<file path="src/rtl/core/nearest_key_snap_table_core_assert.svh">
// ----------------------------------------------------------------------------
// Assertion macros for the nearest key snap table
// Shared implication forms used by the core module of the block.
// ----------------------------------------------------------------------------
`ifndef NEAREST_KEY_SNAP_TABLE_CORE_ASSERT_SVH
`define NEAREST_KEY_SNAP_TABLE_CORE_ASSERT_SVH

// Same-cycle implication, disabled while reset is high.
`define NKS_ASSERT_IMP(name, clk, rst, ante, cons) \
   name: assert property (@(posedge clk) disable iff (rst) (ante) |-> (cons)) \
      else $error("nks: same-cycle check failed");

// Next-cycle implication, disabled while reset is high.
`define NKS_ASSERT_NXT(name, clk, rst, ante, cons) \
   name: assert property (@(posedge clk) disable iff (rst) (ante) |=> (cons)) \
      else $error("nks: next-cycle check failed");

`endif

</file>
<file path="src/rtl/core/nks_pkg.sv">
// ----------------------------------------------------------------------------
// Nearest key snap table package
// Sizes, entry record, sequencer states and action codes of the block.
// ----------------------------------------------------------------------------
package nks_pkg;

   localparam int MAX_ENTRIES = 16;
   localparam int IDX_W       = (MAX_ENTRIES > 1) ? $clog2(MAX_ENTRIES) : 1;
   localparam int CNT_W       = $clog2(MAX_ENTRIES + 1);

   localparam int POS_W       = 24;
   localparam int BEND_W      = 16;
   localparam int ROLL_W      = 17;
   localparam int SNAP_W      = 20;
   localparam int MATCH_IDX_W = 6;
   localparam int ENT_CNT_W   = 7;
   localparam int ACTION_W    = 3;

   localparam logic [SNAP_W-1:0] SNAP_RESET = SNAP_W'(500);

   typedef struct packed {
      logic        [POS_W-1:0]  position;
      logic signed [BEND_W-1:0] bend;
      logic signed [ROLL_W-1:0] roll;
   } entry_type;

   localparam int ENTRY_W = $bits(entry_type);

   typedef enum logic [2:0] {
      ST_IDLE,
      ST_SCAN,
      ST_DECIDE,
      ST_SHIFT,
      ST_RESP
   } state_type;

   typedef enum logic [ACTION_W-1:0] {
      ACT_NONE     = 3'd0,
      ACT_UPDATED  = 3'd1,
      ACT_INSERTED = 3'd2,
      ACT_REMOVED  = 3'd3,
      ACT_REJECTED = 3'd4
   } action_type;

endpackage

</file>
<file path="src/rtl/core/nks_ram.sv">
// ----------------------------------------------------------------------------
// Generic single-port-write RAM
// One write port and one read port; the read data is registered.
// ----------------------------------------------------------------------------
module nks_ram #(
   parameter  int WIDTH = 8,
   parameter  int DEPTH = 16,
   localparam int AW    = (DEPTH > 1) ? $clog2(DEPTH) : 1
) (
   input  logic             clock,
   input  logic             wr_en,
   input  logic [AW-1:0]    wr_addr,
   input  logic [WIDTH-1:0] wr_data,
   input  logic [AW-1:0]    rd_addr,
   output logic [WIDTH-1:0] rd_data
);

   logic [WIDTH-1:0] mem_ff [DEPTH];
   logic [WIDTH-1:0] rd_data_ff;

   always_ff @(posedge clock) begin
      if (wr_en) begin
         mem_ff[wr_addr] <= wr_data;
      end
      rd_data_ff <= mem_ff[rd_addr];
   end

   assign rd_data = rd_data_ff;

endmodule

</file>
<file path="src/rtl/core/nks_dist_unit.sv">
// ----------------------------------------------------------------------------
// Distance compare unit
// Absolute position difference and compare against the best distance so far.
// ----------------------------------------------------------------------------
module nks_dist_unit (
   input  logic [nks_pkg::POS_W-1:0] entry_pos,
   input  logic [nks_pkg::POS_W-1:0] req_pos,
   input  logic [nks_pkg::POS_W-1:0] best_dist,
   output logic [nks_pkg::POS_W-1:0] abs_diff,
   output logic                      hit
);
   import nks_pkg::*;

   // An equal distance is a hit, so a later index replaces an earlier one.
   always_comb begin
      if (entry_pos >= req_pos) begin
         abs_diff = entry_pos - req_pos;
      end else begin
         abs_diff = req_pos - entry_pos;
      end
      hit = (abs_diff <= best_dist);
   end

endmodule

</file>
<file path="src/rtl/core/nearest_key_snap_table_core.sv">
// ----------------------------------------------------------------------------
// Nearest key snap table core
// Holds up to MAX_ENTRIES position/bend/roll records and serves query and
// set items by a sequential nearest-match scan.
// ----------------------------------------------------------------------------
// An item is taken at a rising edge where start is high and busy is low;
// req_type selects a query (0) or a set (1). Busy stays high until the
// result has been shown. Each result is on the rsp_ ports for exactly one
// cycle, marked by rsp_valid, and the receiver cannot stall it.
// All records live in one RAM with a registered read port. The scan reads
// one entry per cycle and feeds the single distance compare unit. The
// decide state follows, where an update or insert writes the RAM. A
// removal then moves the later entries down one place through the same
// RAM port pair. The response state ends the sequence, and busy falls in
// the cycle after the result is shown, so a new item is taken only once
// the last one is through. Synchronous reset empties the table and sets
// the snap distance to 500; the RAM content is not cleared since only
// entries below the count are ever read. The user must write the snap
// distance through csr_wr_en and csr_wr_data only while idle; the block
// does not enforce this.
// ----------------------------------------------------------------------------
`include "nearest_key_snap_table_core_assert.svh"

module nearest_key_snap_table_core (
   input  logic                                clock,
   input  logic                                reset,
   input  logic                                start,
   output logic                                busy,
   input  logic                                req_type,
   input  logic [nks_pkg::POS_W-1:0]           req_position,
   input  logic signed [nks_pkg::BEND_W-1:0]   req_bend_angle,
   input  logic signed [nks_pkg::ROLL_W-1:0]   req_roll_angle,
   input  logic                                csr_wr_en,
   input  logic [nks_pkg::SNAP_W-1:0]          csr_wr_data,
   output logic                                rsp_valid,
   output logic                                rsp_match_found,
   output logic [nks_pkg::MATCH_IDX_W-1:0]     rsp_match_index,
   output logic [nks_pkg::ACTION_W-1:0]        rsp_action,
   output logic [nks_pkg::ENT_CNT_W-1:0]       rsp_entry_count
);
   import nks_pkg::*;

   // Sequencer and datapath registers.
   state_type          state_ff, state_in;
   logic [CNT_W-1:0]   count_ff, count_in;
   logic [SNAP_W-1:0]  snap_ff;
   logic [POS_W-1:0]   best_ff, best_in;
   logic               found_ff, found_in;
   logic [IDX_W-1:0]   midx_ff, midx_in;
   action_type         action_ff, action_in;
   logic [CNT_W-1:0]   scan_ff, scan_in;
   logic               cmp_vld_ff, cmp_vld_in;
   logic [IDX_W-1:0]   cmp_idx_ff, cmp_idx_in;
   logic               pend_ff, pend_in;
   logic [IDX_W-1:0]   pend_addr_ff, pend_addr_in;

   // The accepted item is held for the whole sequence.
   logic               req_type_ff;
   entry_type          req_ff;

   // RAM port signals.
   logic               ram_wr_en;
   logic [IDX_W-1:0]   ram_wr_addr;
   entry_type          ram_wr_data;
   logic [IDX_W-1:0]   ram_rd_addr;
   entry_type          ram_rd_data;

   logic [POS_W-1:0]   dist_val;
   logic               dist_hit;
   logic               accept;
   logic [CNT_W-1:0]   scan_dec;
   logic               shift_wr;
   logic               resp_insert;

   assign accept   = start && (state_ff == ST_IDLE);
   assign scan_dec = scan_ff - CNT_W'(1);

   nks_ram #(
      .WIDTH (ENTRY_W),
      .DEPTH (MAX_ENTRIES)
   ) u_table (
      .clock   (clock),
      .wr_en   (ram_wr_en),
      .wr_addr (ram_wr_addr),
      .wr_data (ram_wr_data),
      .rd_addr (ram_rd_addr),
      .rd_data (ram_rd_data)
   );

   nks_dist_unit u_dist (
      .entry_pos (ram_rd_data.position),
      .req_pos   (req_ff.position),
      .best_dist (best_ff),
      .abs_diff  (dist_val),
      .hit       (dist_hit)
   );

   // Next state.
   always_comb begin
      state_in = state_ff;
      unique case (state_ff)
         ST_IDLE: begin
            if (start) begin
               state_in = ST_SCAN;
            end
         end
         ST_SCAN: begin
            // All reads issued and the last compare done.
            if ((scan_ff == count_ff) && !cmp_vld_ff) begin
               state_in = ST_DECIDE;
            end
         end
         ST_DECIDE: begin
            if (req_type_ff && (req_ff.bend == '0) && found_ff) begin
               state_in = ST_SHIFT;
            end else begin
               state_in = ST_RESP;
            end
         end
         ST_SHIFT: begin
            if ((scan_ff > count_ff) && !pend_ff) begin
               state_in = ST_RESP;
            end
         end
         ST_RESP: begin
            state_in = ST_IDLE;
         end
         default: begin
            state_in = ST_IDLE;
         end
      endcase
   end

   // Datapath next values and RAM control.
   always_comb begin
      count_in     = count_ff;
      best_in      = best_ff;
      found_in     = found_ff;
      midx_in      = midx_ff;
      action_in    = action_ff;
      scan_in      = scan_ff;
      cmp_vld_in   = 1'b0;
      cmp_idx_in   = cmp_idx_ff;
      pend_in      = 1'b0;
      pend_addr_in = pend_addr_ff;
      ram_wr_en    = 1'b0;
      ram_wr_addr  = pend_addr_ff;
      ram_wr_data  = ram_rd_data;
      ram_rd_addr  = scan_ff[IDX_W-1:0];
      unique case (state_ff)
         ST_IDLE: begin
            if (start) begin
               best_in   = POS_W'(snap_ff);
               found_in  = 1'b0;
               midx_in   = '0;
               action_in = ACT_NONE;
               scan_in   = '0;
            end
         end
         ST_SCAN: begin
            if (cmp_vld_ff && dist_hit) begin
               best_in  = dist_val;
               found_in = 1'b1;
               midx_in  = cmp_idx_ff;
            end
            if (scan_ff != count_ff) begin
               cmp_vld_in = 1'b1;
               cmp_idx_in = scan_ff[IDX_W-1:0];
               scan_in    = scan_ff + CNT_W'(1);
            end
         end
         ST_DECIDE: begin
            ram_wr_data = req_ff;
            if (req_type_ff) begin
               if (req_ff.bend == '0) begin
                  if (found_ff) begin
                     // The count drops now; entries after the match move down.
                     action_in = ACT_REMOVED;
                     count_in  = count_ff - CNT_W'(1);
                     scan_in   = CNT_W'(midx_ff) + CNT_W'(1);
                  end
               end else if (found_ff) begin
                  ram_wr_en   = 1'b1;
                  ram_wr_addr = midx_ff;
                  action_in   = ACT_UPDATED;
               end else if (count_ff == CNT_W'(MAX_ENTRIES)) begin
                  action_in = ACT_REJECTED;
               end else begin
                  ram_wr_en   = 1'b1;
                  ram_wr_addr = count_ff[IDX_W-1:0];
                  count_in    = count_ff + CNT_W'(1);
                  action_in   = ACT_INSERTED;
               end
            end
         end
         ST_SHIFT: begin
            // Read entry k while the previously read entry k - 1 lands at k - 2.
            if (pend_ff) begin
               ram_wr_en = 1'b1;
            end
            if (scan_ff <= count_ff) begin
               pend_in      = 1'b1;
               pend_addr_in = scan_dec[IDX_W-1:0];
               scan_in      = scan_ff + CNT_W'(1);
            end
         end
         ST_RESP: begin
         end
         default: begin
         end
      endcase
   end

   always_ff @(posedge clock) begin
      if (reset) begin
         state_ff   <= ST_IDLE;
         count_ff   <= '0;
         snap_ff    <= SNAP_RESET;
         cmp_vld_ff <= 1'b0;
         pend_ff    <= 1'b0;
         found_ff   <= 1'b0;
         action_ff  <= ACT_NONE;
      end else begin
         state_ff   <= state_in;
         count_ff   <= count_in;
         cmp_vld_ff <= cmp_vld_in;
         pend_ff    <= pend_in;
         found_ff   <= found_in;
         action_ff  <= action_in;
         if (csr_wr_en) begin
            snap_ff <= csr_wr_data;
         end
      end
   end

   always_ff @(posedge clock) begin
      best_ff      <= best_in;
      midx_ff      <= midx_in;
      scan_ff      <= scan_in;
      cmp_idx_ff   <= cmp_idx_in;
      pend_addr_ff <= pend_addr_in;
      if (accept) begin
         req_type_ff     <= req_type;
         req_ff.position <= req_position;
         req_ff.bend     <= req_bend_angle;
         req_ff.roll     <= req_roll_angle;
      end
   end

   assign busy            = (state_ff != ST_IDLE);
   assign rsp_valid       = (state_ff == ST_RESP);
   assign rsp_match_found = found_ff;
   assign rsp_match_index = MATCH_IDX_W'(midx_ff);
   assign rsp_action      = action_ff;
   assign rsp_entry_count = ENT_CNT_W'(count_ff);

   assign shift_wr    = ram_wr_en && (state_ff == ST_SHIFT);
   assign resp_insert = rsp_valid && (action_ff == ACT_INSERTED);

   `NKS_ASSERT_NXT(a_resp_then_idle, clock, reset, rsp_valid, !busy)
   `NKS_ASSERT_IMP(a_count_bound, clock, reset, 1'b1, count_ff <= CNT_W'(MAX_ENTRIES))
   `NKS_ASSERT_IMP(a_insert_no_match, clock, reset, resp_insert, !rsp_match_found)
   `NKS_ASSERT_IMP(a_shift_wr_inside, clock, reset, shift_wr, CNT_W'(ram_wr_addr) < count_ff)

endmodule
</file>
<file path="config.mk">
export PLATFORM = sky130hd
export DESIGN_NAME = nearest_key_snap_table_core
export DESIGN_NICKNAME = d
export VERILOG_FILES = /design/src/rtl/core/nks_pkg.sv /design/src/rtl/core/nks_ram.sv /design/src/rtl/core/nks_dist_unit.sv /design/src/rtl/core/nearest_key_snap_table_core.sv
export VERILOG_INCLUDE_DIRS = /design/src /design/src/rtl/core
export SDC_FILE = /design/constraint.sdc
export NUM_CORES = 1
export LEC_CHECK = 0
export BUFFER_PORTS_ARGS = -buffer_cell sky130_fd_sc_hd__buf_2
export CAP_MARGIN = 20
export CORE_AREA = 2 2 202 204
export DETAILED_ROUTE_END_ITERATION = 7
export DIE_AREA = 0 0 204 206
export PLACE_DENSITY_LB_ADDON = 0.15
export SLEW_MARGIN = 20
export SYNTH_ARGS = -nofsm -noshare
export SYNTH_HDL_FRONTEND = slang
export SYNTH_SLANG_ARGS = --single-unit
</file>
<file path="constraint.sdc">
create_clock -name clock -period 5.8 [get_ports clock]
set_input_delay 1.74 -clock clock [delete_from_list [all_inputs] [get_ports clock]]
set_output_delay 1.74 -clock clock [all_outputs]
set_load 0.1 [all_outputs]
</file>
* Yosys cells after proc, flatten, opt, wreduce, memory -nomap -nowiden
Memories as Yosys holds them, arrays and structs flattened. A register that Yosys moved wholly into a read port is not among the register bits.
Index checks and enable logic that the tools add are counted.
** Storage, ports and cells
- Memories :: 1
- Logic and storage cells :: 122
- Bits in registers :: 133
- Output and inout bits :: 19
- Bits in latches :: 0
- ROM bits :: 0
- Bits in writable memories :: 912
** Memories
- u_table.mem_ff :: words 16, bits a word 57, read ports 1, clocked after Yosys merged registers in 1, wr ports 1, line nks_ram.sv:18 : logic [WIDTH-1:0] mem_ff [DEPTH];
** Cells by class
- $lt $le $gt $ge :: 4
- Reduce and logical (&&, ||, !) cells :: 23
- Bitwise operators :: 2
- Multiply operators :: 0
- Div/mod/pow operators :: 0
- Add/subtract/negate cells :: 7
- Equal/unequal tests :: 20
- Multiplexer cells :: 49
- Shifts and indexed selects :: 0
** Operator list (number)
- two-way mux 24 bit :: 3
- two-way mux 57 bit :: 1
- two-way mux 5 bit :: 10
- case mux 24 bit (2 select lines) :: 1
- subtractor 24 bit :: 2
- two-way mux 3 bit :: 10
- two-way mux 4 bit :: 7
- greater-or-equal comparator 24 bit :: 1
- less-or-equal comparator 24 bit :: 1
- inequality test 2 bit (second input constant) :: 11
- case mux 5 bit (4 select lines) :: 1
- zero test 16 bit :: 1
- case mux 3 bit (4 select lines) :: 1
- two-way mux 1 bit :: 11
- adder 5 x 1 -> 5 bit (second input constant) :: 2
- case mux 4 bit (2 select lines) :: 1
- AND reduction 7 bit :: 1
- equality test 3 x 2 -> 1 bit (second input constant) :: 2
- logical AND 1 bit :: 6
- case mux 3 bit (2 select lines) :: 1
- AND reduction 3 bit :: 2
- adder 4 x 1 -> 5 bit (second input constant) :: 1
- equality test 5 bit :: 1
- equality test 5 bit (second input constant) :: 1
- 20 further kinds :: 26

* Logic depth before layout (Yosys ltp)
- Depth in word-level cells :: 8
- Gate-level depth with buffers :: 21

* Cells and area by module
A second synthesis with hierarchy kept.
** Second synthesis, totals
- Cells, all modules :: 2519
- Area total of the unflattened synthesis :: 44571.5 sq um
** By module, submodules not included
- nks_ram :: area an instance 35253.8 sq um, cells an instance 1470, times used 1
- nearest_key_snap_table_core :: area an instance 6118.4 sq um, cells an instance 581, times used 1
- nks_dist_unit :: area an instance 3199.3 sq um, cells an instance 468, times used 1

* Worst setup path after synthesis
OpenSTA, ideal clock, no wires.
- Kind :: input port to flip-flop
- Start :: input port start
- End :: register count_ff[4]
- Stages on the path :: 8
- Setup slack :: 1.000 ns
- Data required time :: 5.672 ns
- Arrival :: 4.673 ns
- Buffers on the path :: 0
- Cell sequence :: inv_1 > nor2_1 > a21oi_1 > a31o_2 > nor3_4 > nand2_1 > xnor2_1 > nor2_1
** RTL lines
- start, declared :: line nearest_key_snap_table_core.sv:27 : input logic start,
- end signal, assigned :: line nearest_key_snap_table_core.sv:225 : count_ff <= count_in;
- end, declared :: line nearest_key_snap_table_core.sv:45 : logic [CNT_W-1:0] count_ff, count_in;

* Worst setup path in the final report
- Start :: register req_ff[47] in the netlist's numbering
- End :: register best_ff[21], enable pin
** On the way
- Cells in the longest elaborated chain, start to end :: 6
- Elaborated cells on any way between the ends :: 8
** Ends and longest elaborated chain
- start, declared :: line nearest_key_snap_table_core.sv:59 : entry_type req_ff;
- subtractor 24 bit, or another cell as far along :: line nks_dist_unit.sv:19 : abs_diff = req_pos - entry_pos;
- two-way mux 24 bit (*) :: line nks_dist_unit.sv:16 : if (entry_pos >= req_pos) begin
- less-or-equal comparator 24 bit (*) :: line nks_dist_unit.sv:21 : hit = (abs_diff <= best_dist);
- logical AND 1 bit (*) :: line nearest_key_snap_table_core.sv:161 : if (cmp_vld_ff && dist_hit) begin
- inequality test 2 bit (no line) (*)
- AND reduction 3 bit (no line) (*)
- end signal, assigned :: line nearest_key_snap_table_core.sv:237 : best_ff <= best_in;
- end, declared :: line nearest_key_snap_table_core.sv:47 : logic [POS_W-1:0] best_ff, best_in;
Every way passes the cells marked *; elsewhere a longest branch is shown, timed or not.
A chain may end at the register's enable or synchronous reset.

==> results.json <==
{
  "clk_pin_slew_ps": 60,
  "setup_tns_ps": 0,
  "hold_depth": 0,
  "core_area_um2": 40200,
  "arrival_ps": 5350,
  "ys_types": 82,
  "vias": 14300,
  "synth_top_area_cell": "edfxtp_1",
  "drv_cap": 0,
  "grt_max_degree": 130,
  "drt-initial-drc-count": 1332,
  "synth_top_family_by_area": "multiplexers",
  "synthTopCellsByArea": "edfxtp_1 (59%), mux2i_1 (5.3%), dfxtp_1 (4.9%), mux4_2 (4.6%), ha_1 (4.3%)",
  "htree_num_levels": 2,
  "drt-vias-per-instance": 6.00,
  "r2r_end": "best_ff[21]$_SDFFCE_PN0P_",
  "slew_headroom_pct": 23.4,
  "dieArea_um2": 42000,
  "start_util_pct": 58.9,
  "grt_overflow": 0,
  "syn_inst": 1713,
  "status": "completed",
  "hp-start": "scan_ff[2]$_SDFFCE_PN0P_",
  "final_nets": 1978,
  "root_buffer": "clkbuf_16",
  "placed_cells": 2287,
  "synth_seq_cells": 524,
  "synth-main-ff-cell": "edfxtp_1",
  "ff2ff_path_depth": 16,
  "die_w_um": 204,
  "ys_async_sr_fraction_pct": 0,
  "antenna_found_initial": 0,
  "vdd_drop_max_mv": 0.483,
  "skew_ps": 17.6,
  "drv_slew": 0,
  "fp.dieH_um": 206,
  "cts-buffers-inserted": 52,
  "synthAdderAreaFrac_pct": 4.54,
  "ant_nets": 0,
  "setup.worst_path.start_class": "flip-flop",
  "wl_per_cell_um": 22.6,
  "io_buffers": 79,
  "hold_viol_final": 0,
  "r2r-start": "req_ff[47]$_DFFE_PP_",
  "grt_pass1_wl_mm": 81.5,
  "grt_pass1_vias": 14100,
  "hpwl_mm": 32.8,
  "drive_gt1_share_pct": 17.0,
  "max_freq_mhz": 197,
  "num_rows": 74,
  "finalCritPeriodShare_pct": 87.3,
  "finish.utilization_pct": 65.9,
  "first_pass_iters": 5,
  "setup_viol": 0,
  "finalPower_uw": 14000,
  "cellLeakagePower_uw": 0.00968,
  "stdcell_count": 2388,
  "synth_edf_count": 466,
  "yosys.area.top_type_share_pct": 59.2,
  "synth_compound_area_share_pct": 9.37,
  "synth-seq-area-share_pct": 64.1,
  "avgSynthCellArea_um2": 13.8,
  "reg2reg_slack_ps": 740,
  "place_congestion": 0.901,
  "muxShareOfSynthArea_pct": 10.9,
  "powerDensity_nw_per_um2": 527,
  "hold_end": "cmp_idx_ff[2]$_DFFE_PP_",
  "criticalPathCategory": "reg2reg",
  "cts_sinks": 524,
  "hp-class": "reg2reg",
  "drc": 0,
  "area_delta_synth_final_pct": 11.9,
  "hold_buffers": 0,
  "fin_crit_ps": 5060,
  "yosys.area_share.simple_pct": 6.81,
  "end_kind": "flip-flop",
  "cts_tree": "done",
  "ctsResizeCount": 0,
  "hold_ws_ps": 455,
  "grt_setup_unrepaired": "false",
  "worstSkewPairLatency_ps": 620,
  "crit_required_ps": 6090,
  "synth-xor-area-share_pct": 1.11,
  "cp_max_fo": 18,
  "track_usage_pct": 26.0,
  "diodes": 0,
  "ys_warn_count": 0,
  "post-cts-setup-buffers": 0,
  "io_pins": 101,
  "tightest_slew_ps": 1150,
  "totalWireLength_mm": 54.0,
  "clockBufferDepth": 3,
  "synth_area_um2": 23700
}
power by group:
part	internal [uW]	leakage, uW	total, uW	switching [uW]
clock network	1710	0.000775	3140	1430
registers	4930	0.00471	5140	202
logic	2120	0.00420	5680	3560
stage by stage:
step,setup slack (ps),instance area [um2]
6_report,735,26500
5_1_grt,495,26500
4_1_cts,760,26400
3_5_place_dp,819,24800
3_3_place_gp,870,24800
2_1_floorplan,1000,23700
cells by family after synthesis:
kind of cell    count (synthesis)
compound gates                348
xor+xnor                       30
fa+ha+maj                      84
buf+inv                       185
flops                         524
mux                           195
other cells                     1
simple gates                  346
registers in the layout, summed over array words and instances (netlist names):
name,count
cmp_vld_ff,1
midx_ff,4
scan_ff,5
u_table.mem_ff,384
req_type_ff,1
state_ff,3
count_ff,5
rsp_match_found,1
rsp_action,3
req_ff,40
snap_ff,20
pend_ff,1
best_ff,24
u_table.rd_data,24
pend_addr_ff,4
cmp_idx_ff,4
metal layers:
| metal | GRT usage (%) | vias to the layer above | share of wire [%] |
|---|---|---|---|
| li1 | - | 6669 | - |
| met1 | 35.8 | 7069 | 43 |
| met2 | 43.2 | 464 | 48 |
| met3 | 3.74 | 117 | 6.4 |
| met4 | 8.39 | 0 | 3.0 |
| met5 | 0 | - | 0 |
layout by cell type, fill, tap and decap left out, types with 21 or more instances in the layout:
cell | netlist | layout
a21oi_1 | 99 | 99
a221oi_1 | 25 | 25
a22oi_1 | 25 | 25
buf_2 | 22 | 79
buf_4 | 4 | 46
clkbuf_16 | 0 | 52
dfxtp_1 | 58 | 58
edfxtp_1 | 466 | 466
ha_1 | 81 | 81
inv_1 | 97 | 97
mux2_2 | 21 | 21
mux2i_1 | 126 | 126
mux4_2 | 48 | 48
nand2_1 | 131 | 131
nor2_1 | 109 | 90
o21ai_0 | 101 | 101
worst max-delay path, cell delays in order (launching register included):
cell and delay [ps]:
edfxtp_1 370, inv_1 60, ha_1 600, nand4_1 320, nor4_4 320, nand3_1 270, nand2_2 400, mux2i_1 280
xor2_1 290, ha_1 300, nand4_1 140, nor3_1 70, o41ai_1 400, o2111ai_1 270, a21oi_1 190, a211o_1 140
buf_4 270
how the worst max path moves through the flow:
stage	startpoint	endpoint	slack, ps	cells after the start
floorplan	start	count_ff[4]$_SDFFE_PP0P_	1000	8
global placement	req_ff[53]$_DFFE_PP_	best_ff[17]$_DFFE_PP_	870	16
detailed placement	req_ff[53]$_DFFE_PP_	best_ff[18]$_DFFE_PP_	820	16
CTS	req_ff[53]$_DFFE_PP_	best_ff[14]$_DFFE_PP_	760	16
global route	req_ff[47]$_DFFE_PP_	best_ff[14]$_DFFE_PP_	490	16
finish	req_ff[47]$_DFFE_PP_	best_ff[21]$_SDFFCE_PN0P_	740	16
area by class of cell:
cell class / instances / area [um2]
clock buffers: 65 / 1350
well taps: 532 / 666
inverters: 98 / 368
fillers: 2899 / 13700
clock inverters: 33 / 246
multi-input cells: 1007 / 7860
repair buffers: 129 / 831
flip-flops and latches: 524 / 15200
cells in the mapped netlist, drive strengths merged, types with 6 or more instances:
cell    number
nand2      132
o21bai       7
clkbuf      47
ha          81
a21oi      100
buf         40
a22oi       25
a21o        17
xnor2       17
inv         97
dfxtp       58
o21a         7
nand2b      11
nor3        10
o21ai      104
nor4         9
or3          7
nand4       17
xor2        13
mux4        48
a211oi      12
a221oi      25
and2         6
edfxtp     466
nor2       110
mux2i      126
nand3       11
a211o        8
mux2        21
nor2b       15
No activity file was read; power rests on OpenSTA's default activity.
